[src/rar_pkg.sv]
// rar_pkg: widths, codes and controller/datapath interface types for the
// rational arithmetic reducer. No dependencies; imported by every module.
package rar_pkg;

  localparam int OPERAND_WIDTH = 16;
  localparam int NUM_BITS      = 34;
  localparam int DEN_BITS      = 32;

  // magnitude widths: products, a sum of two products, working width
  localparam int PROD_W  = 2 * OPERAND_WIDTH;
  localparam int SUM_W   = PROD_W + 1;
  localparam int MAG_W   = (SUM_W > NUM_BITS) ? SUM_W : NUM_BITS;
  localparam int SHIFT_W = $clog2(MAG_W + 1);
  localparam int CNT_W   = $clog2(MAG_W);

  typedef enum logic [1:0] {
    MODE_ADD,
    MODE_SUB,
    MODE_MUL,
    MODE_DIV
  } mode_t;

  typedef enum logic [1:0] {
    MUL_OFF,
    MUL_P1,
    MUL_P2,
    MUL_DEN
  } mul_sel_t;

  typedef enum logic [1:0] {
    OUT_NONE,
    OUT_DIV_ZERO,
    OUT_ZERO,
    OUT_REDUCED
  } out_sel_t;

  typedef enum logic [3:0] {
    ST_IDLE,
    ST_MUL_P1,
    ST_MUL_P2,
    ST_MUL_DEN,
    ST_SUM,
    ST_CHECK,
    ST_STRIP,
    ST_GCD,
    ST_DIV,
    ST_EMIT
  } state_t;

  typedef struct packed {
    logic     load;
    mul_sel_t mul_sel;
    logic     sum_en;
    logic     gcd_init;
    logic     strip_en;
    logic     gcd_step;
    logic     div_init;
    logic     div_step;
    out_sel_t out_sel;
  } dp_cmd_t;

  typedef struct packed {
    logic den_zero;
    logic num_zero;
    logic both_even;
    logic gcd_done;
    logic div_last;
  } dp_status_t;

endpackage

[src/rar_ctrl.sv]
// rar_ctrl: sequencing state machine for the rational arithmetic reducer.
// Depends on rar_pkg; drives rar_dp through dp_cmd_t, reads dp_status_t.
module rar_ctrl
  import rar_pkg::*;
(
  input  logic       clk,
  input  logic       rst,
  input  logic       start,
  input  dp_status_t status,
  output dp_cmd_t    cmd,
  output logic       busy
);

  state_t state;
  state_t state_next;

  always_ff @(posedge clk) begin
    if (rst) begin
      state <= ST_IDLE;
    end else begin
      state <= state_next;
    end
  end

  always_comb begin
    state_next = state;
    unique case (state)
      ST_IDLE: begin
        if (start) state_next = ST_MUL_P1;
      end
      ST_MUL_P1:  state_next = ST_MUL_P2;
      ST_MUL_P2:  state_next = ST_MUL_DEN;
      ST_MUL_DEN: state_next = ST_SUM;
      ST_SUM:     state_next = ST_CHECK;
      ST_CHECK: begin
        if (status.den_zero || status.num_zero) state_next = ST_IDLE;
        else state_next = ST_STRIP;
      end
      ST_STRIP: begin
        if (!status.both_even) state_next = ST_GCD;
      end
      ST_GCD: begin
        if (status.gcd_done) state_next = ST_DIV;
      end
      ST_DIV: begin
        if (status.div_last) state_next = ST_EMIT;
      end
      ST_EMIT:    state_next = ST_IDLE;
      default:    state_next = ST_IDLE;
    endcase
  end

  always_comb begin
    cmd  = '0;
    busy = (state != ST_IDLE);
    unique case (state)
      ST_IDLE:    cmd.load = start;
      ST_MUL_P1:  cmd.mul_sel = MUL_P1;
      ST_MUL_P2:  cmd.mul_sel = MUL_P2;
      ST_MUL_DEN: cmd.mul_sel = MUL_DEN;
      ST_SUM:     cmd.sum_en = 1'b1;
      ST_CHECK: begin
        priority if (status.den_zero) begin
          cmd.out_sel = OUT_DIV_ZERO;
        end else if (status.num_zero) begin
          cmd.out_sel = OUT_ZERO;
        end else begin
          cmd.gcd_init = 1'b1;
        end
      end
      ST_STRIP:   cmd.strip_en = status.both_even;
      ST_GCD: begin
        if (status.gcd_done) cmd.div_init = 1'b1;
        else cmd.gcd_step = 1'b1;
      end
      ST_DIV:     cmd.div_step = 1'b1;
      ST_EMIT:    cmd.out_sel = OUT_REDUCED;
      default:    cmd = '0;
    endcase
  end

endmodule

[src/rar_dp.sv]
// rar_dp: datapath of the rational arithmetic reducer: shared multiplier,
// signed-magnitude adder, binary gcd unit and two restoring divider lanes.
// Depends on rar_pkg; commanded by rar_ctrl.
module rar_dp
  import rar_pkg::*;
(
  input  logic                            clk,
  input  logic                            rst,
  input  dp_cmd_t                         cmd,
  output dp_status_t                      status,
  input  logic [1:0]                      mode,
  input  logic signed [OPERAND_WIDTH-1:0] left_num,
  input  logic signed [OPERAND_WIDTH-1:0] left_den,
  input  logic signed [OPERAND_WIDTH-1:0] right_num,
  input  logic signed [OPERAND_WIDTH-1:0] right_den,
  output logic                            done,
  output logic signed [NUM_BITS-1:0]      result_num,
  output logic signed [DEN_BITS-1:0]      result_den,
  output logic                            div_zero
);

  function automatic logic [OPERAND_WIDTH-1:0] mag_of(input logic [OPERAND_WIDTH-1:0] v);
    mag_of = v[OPERAND_WIDTH-1] ? (~v + 1'b1) : v;
  endfunction

  // one restoring step: returns {rem, quo}
  function automatic logic [2*MAG_W-1:0] div_bit(input logic [MAG_W-1:0] rem,
                                                 input logic [MAG_W-1:0] quo,
                                                 input logic [MAG_W-1:0] dvs);
    logic [MAG_W:0] shifted;
    logic [MAG_W:0] diff;
    shifted = {rem, quo[MAG_W-1]};
    diff    = shifted - {1'b0, dvs};
    if (!diff[MAG_W]) div_bit = {diff[MAG_W-1:0], quo[MAG_W-2:0], 1'b1};
    else div_bit = {shifted[MAG_W-1:0], quo[MAG_W-2:0], 1'b0};
  endfunction

  mode_t                    mode_q;
  logic [OPERAND_WIDTH-1:0] ln_mag, ld_mag, rn_mag, rd_mag;
  logic                     ln_neg, ld_neg, rn_neg, rd_neg;

  logic [PROD_W-1:0]        p1, p2, den_mag;
  logic                     p1_neg, p2_neg, den_neg;
  logic [MAG_W-1:0]         num_mag;
  logic                     num_neg;

  logic [MAG_W-1:0]         ga, gb, g;
  logic [SHIFT_W-1:0]       shift_k;
  logic [MAG_W-1:0]         quo_n, quo_d, rem_n, rem_d;
  logic [CNT_W-1:0]         div_cnt;

  logic [OPERAND_WIDTH-1:0] mul_a, mul_b;
  logic                     mul_neg;
  logic [PROD_W-1:0]        mul_p;

  logic [MAG_W-1:0]         p1_ext, p2_ext, sum_mag;
  logic                     p2_sign, sum_neg;

  logic [2*MAG_W-1:0]       step_n, step_d;
  logic [MAG_W-1:0]         num_out, den_out;

  // shared multiplier operand selection
  always_comb begin
    mul_a   = ln_mag;
    mul_b   = rd_mag;
    mul_neg = ln_neg ^ rd_neg;
    unique case (cmd.mul_sel)
      MUL_P1: begin
        if (mode_q == MODE_MUL) begin
          mul_b   = rn_mag;
          mul_neg = ln_neg ^ rn_neg;
        end
      end
      MUL_P2: begin
        mul_a   = rn_mag;
        mul_b   = ld_mag;
        mul_neg = rn_neg ^ ld_neg;
      end
      MUL_DEN: begin
        mul_a = ld_mag;
        if (mode_q == MODE_DIV) begin
          mul_b   = rn_mag;
          mul_neg = ld_neg ^ rn_neg;
        end else begin
          mul_neg = ld_neg ^ rd_neg;
        end
      end
      MUL_OFF: begin
        mul_a = ln_mag;
      end
    endcase
    mul_p = PROD_W'(mul_a) * PROD_W'(mul_b);
  end

  // signed-magnitude add of the two cross products
  always_comb begin
    p1_ext  = MAG_W'(p1);
    p2_ext  = MAG_W'(p2);
    p2_sign = (mode_q == MODE_SUB) ? ~p2_neg : p2_neg;
    sum_mag = p1_ext;
    sum_neg = p1_neg;
    if (mode_q == MODE_ADD || mode_q == MODE_SUB) begin
      priority if (p1_neg == p2_sign) begin
        sum_mag = p1_ext + p2_ext;
      end else if (p1_ext >= p2_ext) begin
        sum_mag = p1_ext - p2_ext;
      end else begin
        sum_mag = p2_ext - p1_ext;
        sum_neg = p2_sign;
      end
    end
  end

  assign step_n = div_bit(rem_n, quo_n, g);
  assign step_d = div_bit(rem_d, quo_d, g);

  assign num_out = num_neg ? (~quo_n + 1'b1) : quo_n;
  assign den_out = den_neg ? (~quo_d + 1'b1) : quo_d;

  assign status.den_zero  = (den_mag == '0);
  assign status.num_zero  = (num_mag == '0);
  assign status.both_even = !ga[0] && !gb[0];
  assign status.gcd_done  = (ga == '0) || (gb == '0);
  assign status.div_last  = (div_cnt == '0);

  always_ff @(posedge clk) begin
    if (cmd.load) begin
      mode_q <= mode_t'(mode);
      ln_mag <= mag_of(left_num);
      ld_mag <= mag_of(left_den);
      rn_mag <= mag_of(right_num);
      rd_mag <= mag_of(right_den);
      ln_neg <= left_num[OPERAND_WIDTH-1];
      ld_neg <= left_den[OPERAND_WIDTH-1];
      rn_neg <= right_num[OPERAND_WIDTH-1];
      rd_neg <= right_den[OPERAND_WIDTH-1];
    end

    unique case (cmd.mul_sel)
      MUL_P1: begin
        p1     <= mul_p;
        p1_neg <= mul_neg;
      end
      MUL_P2: begin
        p2     <= mul_p;
        p2_neg <= mul_neg;
      end
      MUL_DEN: begin
        den_mag <= mul_p;
        den_neg <= mul_neg;
      end
      MUL_OFF: begin
      end
    endcase

    if (cmd.sum_en) begin
      num_mag <= sum_mag;
      num_neg <= sum_neg;
    end

    // binary gcd: strip common twos, then shift and subtract
    if (cmd.gcd_init) begin
      ga      <= num_mag;
      gb      <= MAG_W'(den_mag);
      shift_k <= '0;
    end else if (cmd.strip_en) begin
      ga      <= ga >> 1;
      gb      <= gb >> 1;
      shift_k <= shift_k + 1'b1;
    end else if (cmd.gcd_step) begin
      priority if (!ga[0]) begin
        ga <= ga >> 1;
      end else if (!gb[0]) begin
        gb <= gb >> 1;
      end else if (ga >= gb) begin
        ga <= ga - gb;
      end else begin
        gb <= gb - ga;
      end
    end

    if (cmd.div_init) begin
      g       <= (ga | gb) << shift_k;
      quo_n   <= num_mag;
      quo_d   <= MAG_W'(den_mag);
      rem_n   <= '0;
      rem_d   <= '0;
      div_cnt <= CNT_W'(MAG_W - 1);
    end else if (cmd.div_step) begin
      {rem_n, quo_n} <= step_n;
      {rem_d, quo_d} <= step_d;
      div_cnt        <= div_cnt - 1'b1;
    end

    unique case (cmd.out_sel)
      OUT_DIV_ZERO: begin
        result_num <= '0;
        result_den <= '0;
        div_zero   <= 1'b1;
      end
      OUT_ZERO: begin
        result_num <= '0;
        result_den <= DEN_BITS'(1);
        div_zero   <= 1'b0;
      end
      OUT_REDUCED: begin
        result_num <= num_out[NUM_BITS-1:0];
        result_den <= den_out[DEN_BITS-1:0];
        div_zero   <= 1'b0;
      end
      OUT_NONE: begin
      end
    endcase
  end

  always_ff @(posedge clk) begin
    if (rst) begin
      done <= 1'b0;
    end else begin
      done <= (cmd.out_sel != OUT_NONE);
    end
  end

endmodule

[src/rational_arith_reduce.sv]
// rational_arith_reduce: top level of the rational add/sub/mul/div unit
// with gcd reduction. Depends on rar_pkg, rar_ctrl and rar_dp.
//
//   channel  | ports                                          | transfer when
//   ---------+------------------------------------------------+----------------
//   request  | mode, left_num, left_den, right_num, right_den | start && !busy
//   result   | result_num, result_den, div_zero               | done (one cycle)
//
// an operation ends at the zero check when the result denominator or
// numerator is zero; otherwise it goes on through the gcd loop, one
// shift or subtract a cycle, and the divider. the shared multiplier forms the
// cross products and denominator in turn, the two divider lanes one bit a cycle.
// busy is high from the cycle after a transfer until done; a new request is
// taken in the cycle done is shown. synchronous reset returns to idle.
module rational_arith_reduce
  import rar_pkg::*;
(
  input  logic                            clk,
  input  logic                            rst,
  input  logic                            start,
  input  logic [1:0]                      mode,
  input  logic signed [OPERAND_WIDTH-1:0] left_num,
  input  logic signed [OPERAND_WIDTH-1:0] left_den,
  input  logic signed [OPERAND_WIDTH-1:0] right_num,
  input  logic signed [OPERAND_WIDTH-1:0] right_den,
  output logic                            busy,
  output logic                            done,
  output logic signed [NUM_BITS-1:0]      result_num,
  output logic signed [DEN_BITS-1:0]      result_den,
  output logic                            div_zero
);

  dp_cmd_t    cmd;
  dp_status_t status;

  rar_ctrl u_ctrl (
    .clk    (clk),
    .rst    (rst),
    .start  (start),
    .status (status),
    .cmd    (cmd),
    .busy   (busy)
  );

  rar_dp u_dp (
    .clk        (clk),
    .rst        (rst),
    .cmd        (cmd),
    .status     (status),
    .mode       (mode),
    .left_num   (left_num),
    .left_den   (left_den),
    .right_num  (right_num),
    .right_den  (right_den),
    .done       (done),
    .result_num (result_num),
    .result_den (result_den),
    .div_zero   (div_zero)
  );

  a_done_idle: assert property (@(posedge clk) disable iff (rst)
    done |-> !busy)
    else $error("result shown while still busy");

  a_start_busy: assert property (@(posedge clk) disable iff (rst)
    start && !busy |=> busy)
    else $error("accepted request did not raise busy");

  a_single_result: assert property (@(posedge clk) disable iff (rst)
    done |=> !done)
    else $error("result strobe held for more than one cycle");

  a_div_zero_fields: assert property (@(posedge clk) disable iff (rst)
    done && div_zero |-> (result_num == '0) && (result_den == '0))
    else $error("divide-by-zero result fields not cleared");

endmodule
[config.mk]
export PLATFORM = sky130hd
export DESIGN_NAME = rational_arith_reduce
export DESIGN_NICKNAME = d
export VERILOG_FILES = /design/src/rar_pkg.sv /design/src/rar_ctrl.sv /design/src/rar_dp.sv /design/src/rational_arith_reduce.sv
export SDC_FILE = /design/constraint.sdc
export NUM_CORES = 2
export LEC_CHECK = 0
export BUFFER_PORTS_ARGS = -buffer_cell sky130_fd_sc_hd__clkbuf_2
export CORE_ASPECT_RATIO = 2
export CORE_MARGIN = 10
export CORE_UTILIZATION = 47
export CTS_BUF_LIST = sky130_fd_sc_hd__clkbuf_16
export DETAILED_ROUTE_END_ITERATION = 12
export HOLD_SLACK_MARGIN = 0.02
export SETUP_SLACK_MARGIN = 0.05
export SKIP_LAST_GASP = 1
export SLEW_MARGIN = 5
export SYNTH_ARGS = -nofsm -noshare
export SYNTH_HDL_FRONTEND = slang
export SYNTH_SLANG_ARGS = --single-unit
[constraint.sdc]
create_clock -name clk -period 19.5 [get_ports clk]
set_clock_uncertainty 0.2 [all_clocks]
set_input_delay 3.9 -clock clk [delete_from_list [all_inputs] [get_ports clk]]
set_output_delay 3.9 -clock clk [all_outputs]
set_load 0.01 [all_outputs]
==> impl_results.md <==
- Top cell type's share of synthesized area: 0.2835
- R2r endpoint: u_dp.p1[30]
- Worst hold path type: reg -> reg
- Post-cts resize count: 0
- Num CTS Buffers: 52
- CP Class: reg -> reg
- Post-DRT Antenna Nets: 0
- Fin crit period: 10.29 ns
- Post-CTS Hold Buffers: 0
- Drt drc: 0
- Seq/Total Area, Yosys: 0.3220
- WP data required: slightly below 20 ns
- R2r startpoint: u_ctrl.state[3]
- Clock latency on the worst-skew pair: approximately 0.71 ns
- Largest net degree at the start of global routing: 71
- Via count: 39,380
- Max Root-Sink Buffers: 3
- # placed instances: between 6,000 and 7,000
- FF+latch count, synth: roughly 530
- Layout area overhead: 9.008%
- Hold path depth: 2
- Worst r2r path cells: 28
- Final-layout fill cell count: around 9,400
- Synthesis Warnings: 0
- I/O pin count: 138
- Clock transition at path regs: about 0.07 ns
- RSZ-0062 raised after global routing: false
- Crit-path slowest cell: a2111oi_0
- Routed WL: approximately 190,000 um
- TritonCTS clock tree: yes
- Post-synth ARST share: 0
- Die area: roughly 110,000 um^2
- Core box area: 97,700 um^2
- Initial DRC Count: 2,465
- Failing checks: max-capacitance violations
- Slew @ Worst Pin: about 1.5 ns
- Reg2Reg Setup Slack: around 9 ns
- Initial antenna violation count: 8
- Unique cell type count in the Yosys netlist: 86
- Final Hold Vio Count: 0
- Die Wd: between 200 and 250 um
- Non-filler instance count after layout: 6,533
- Vias in the first global route: around 42,000
- Post-synth EDFFs: 437
- Hold_sp: u_dp.quo_d[32]
- Input/output buffers: roughly 140
- Setup TNS: 0 ns
- CTS H-tree depth: 2
- Most used cell, CP: fa_1
- Most frequent cells after synthesis: nor2_1, inv_1, nand2_1
- Synthesized netlist cell count: about 5,100
- Crit end category: flop
- Highest Clock Rate: about 100 MHz
- Max incr delay on CP: 0.76 ns
- Vias per inst: around 6
- Most common cell in the netlist: nor2_1
- Clock sink count: 526
- Reg area: around 15,000 um^2
- Post-DP HPWL: between 150,000 and 200,000 um
- Relative slew slack: 0.004650
- Worst setup SP type: flop
- Initial Util: 0.4738
- Nets: just under 6,000
- Total global routing overflow: 0
- Final Max Tran Viols: 0
- Worst Hold Path EP: u_dp.quo_d[32]
- Post-CTS Setup Bufs: 0
- Worst-path fanout max: 49
- Clk root buf: clkbuf_16
- Arrival time worst endpoint: 10.49 ns
- Mapped Area: 46,290 um^2
- Placer Congestion: 1.059
- Final period utilization: 0.5275
- First-pass GRT wire length: ~270,000 um
- Total GRT Usage: 0.3311
- Multi-input logic area: ~29,000 um^2
- Drt pass-1 iters: 5
- Layout cell share with drive strength beyond 1: 0.09344
- Die height: around 460 um
- Top cells by area, synth: edfxtp_1, ha_1, fa_1, nor2_1, inv_1
- Rows: roughly 160
- Top_reg_cell synth: edfxtp_1
- Syn_area_per_cell: ~9 um^2
- Synth area leader: edfxtp_1
- Outcome: complete, but fails checks
- Post-synthesis net count: 5,756
- Avg WL per Cell: slightly below 30 um
- Max-cap viol count: 1
- # setup viols final: 0
worst max-delay path: cells and delay by family (launching register included):
kind / cells / cell delay, ns
compound gates: 9 / 2.60
simple gates: 6 / 1.94
fa+ha+maj: 7 / 3.35
flops: 1 / 0.42
buf+inv: 5 / 1.20
xor+xnor: 1 / 0.13
cells by family (layout without fill, tap and decap cells):
group           after synthesis  count (layout)  synth area share
simple gates               1531            1531            0.1510
xor+xnor                    301             301           0.05735
fa+ha+maj                   580             580            0.1894
mux                         213             213           0.05135
compound gates             1206            1206            0.1675
other cells                   0               9                 0
buf+inv                     750             855           0.06149
flops                       526             526            0.3220
area by class of cell:
class                      instances  share of cell area
antenna                            9           0.0004463
inverter                         522             0.03883
multi-input combinational       3831              0.5684
clock buffer                      52             0.02579
tap                             1312             0.03253
timing repair buffer             235             0.02817
sequential                       526              0.2954
clock inverter                    46             0.01046
registers in the layout, summed over array words and instances, names as in the netlist, 34 cells and up:
signal and flops:
u_dp.quo_d 34, u_dp.result_num 34, u_dp.rem_n 34, u_dp.num_mag 34
u_dp.rem_d 34, u_dp.quo_n 34, u_dp.ga 34, u_dp.gb 34
u_dp.g 34
layout by cell type, fill, tap and decap left out, types with 16 or more instances in the layout:
master,instances
xnor2_1,190
or2_2,16
nand3_1,67
nor2b_1,49
mux2_2,86
edfxtp_1,437
o21ai_0,271
a21oi_1,358
or4_1,25
dfxtp_1,88
nor2_1,561
ha_1,379
o41ai_1,23
or3_1,30
and3_1,30
nand2b_1,50
nor3_1,81
buf_4,97
nand2_1,444
o21bai_1,53
xor2_1,106
clkbuf_16,52
a21o_1,73
inv_1,527
mux2i_1,116
fa_1,201
o211ai_1,34
clkbuf_2,137
o21a_1,40
nand4_1,32
a31oi_1,35
o31ai_1,45
and2_1,34
nor4_1,56
a221oi_1,44
a211oi_1,49
metrics by stage:
stage | hold WS, ns | util | instance area, um^2 | setup slack, ns
2_1_floorplan | 0.2247 | - | 46290 | 8.650
4_1_cts | 0.2626 | 0.5161 | 50420 | 9.290
5_1_grt | 0.2973 | 0.5163 | 50440 | 8.668
6_report | 0.2634 | 0.5165 | 50460 | 9.214
3_3_place_gp | 0.2488 | 0.4974 | 48590 | 9.452
3_5_place_dp | 0.2517 | 0.4974 | 48590 | 9.348
routing by layer:
metal	vias to the layer above	part of all wire	global-route usage	routed length, um
met4	6	0.13	0.3657	24540
met3	764	0.042	0.05409	7991
met2	1481	0.55	0.6481	104300
li1	18070	-	-	-
met5	-	0.00024	0	45
met1	19059	0.28	0.2514	52370
how the worst max path moves through the flow:
stage               startpoint                to  slack, ns
2_1_floorplan  u_ctrl.state[0]  u_dp.den_mag[30]       8.65
3_3_place_gp   u_ctrl.state[2]  u_dp.den_mag[30]       9.45
3_5_place_dp   u_ctrl.state[2]       u_dp.p1[30]       9.35
4_1_cts        u_ctrl.state[3]       u_dp.p1[30]       9.29
5_1_grt        u_ctrl.state[3]       u_dp.p1[30]       8.67
6_report       u_ctrl.state[3]       u_dp.p1[30]       9.21
Power is not shown: default switching activity piles up to over one toggle a cycle in this logic, so the estimate is an artifact.
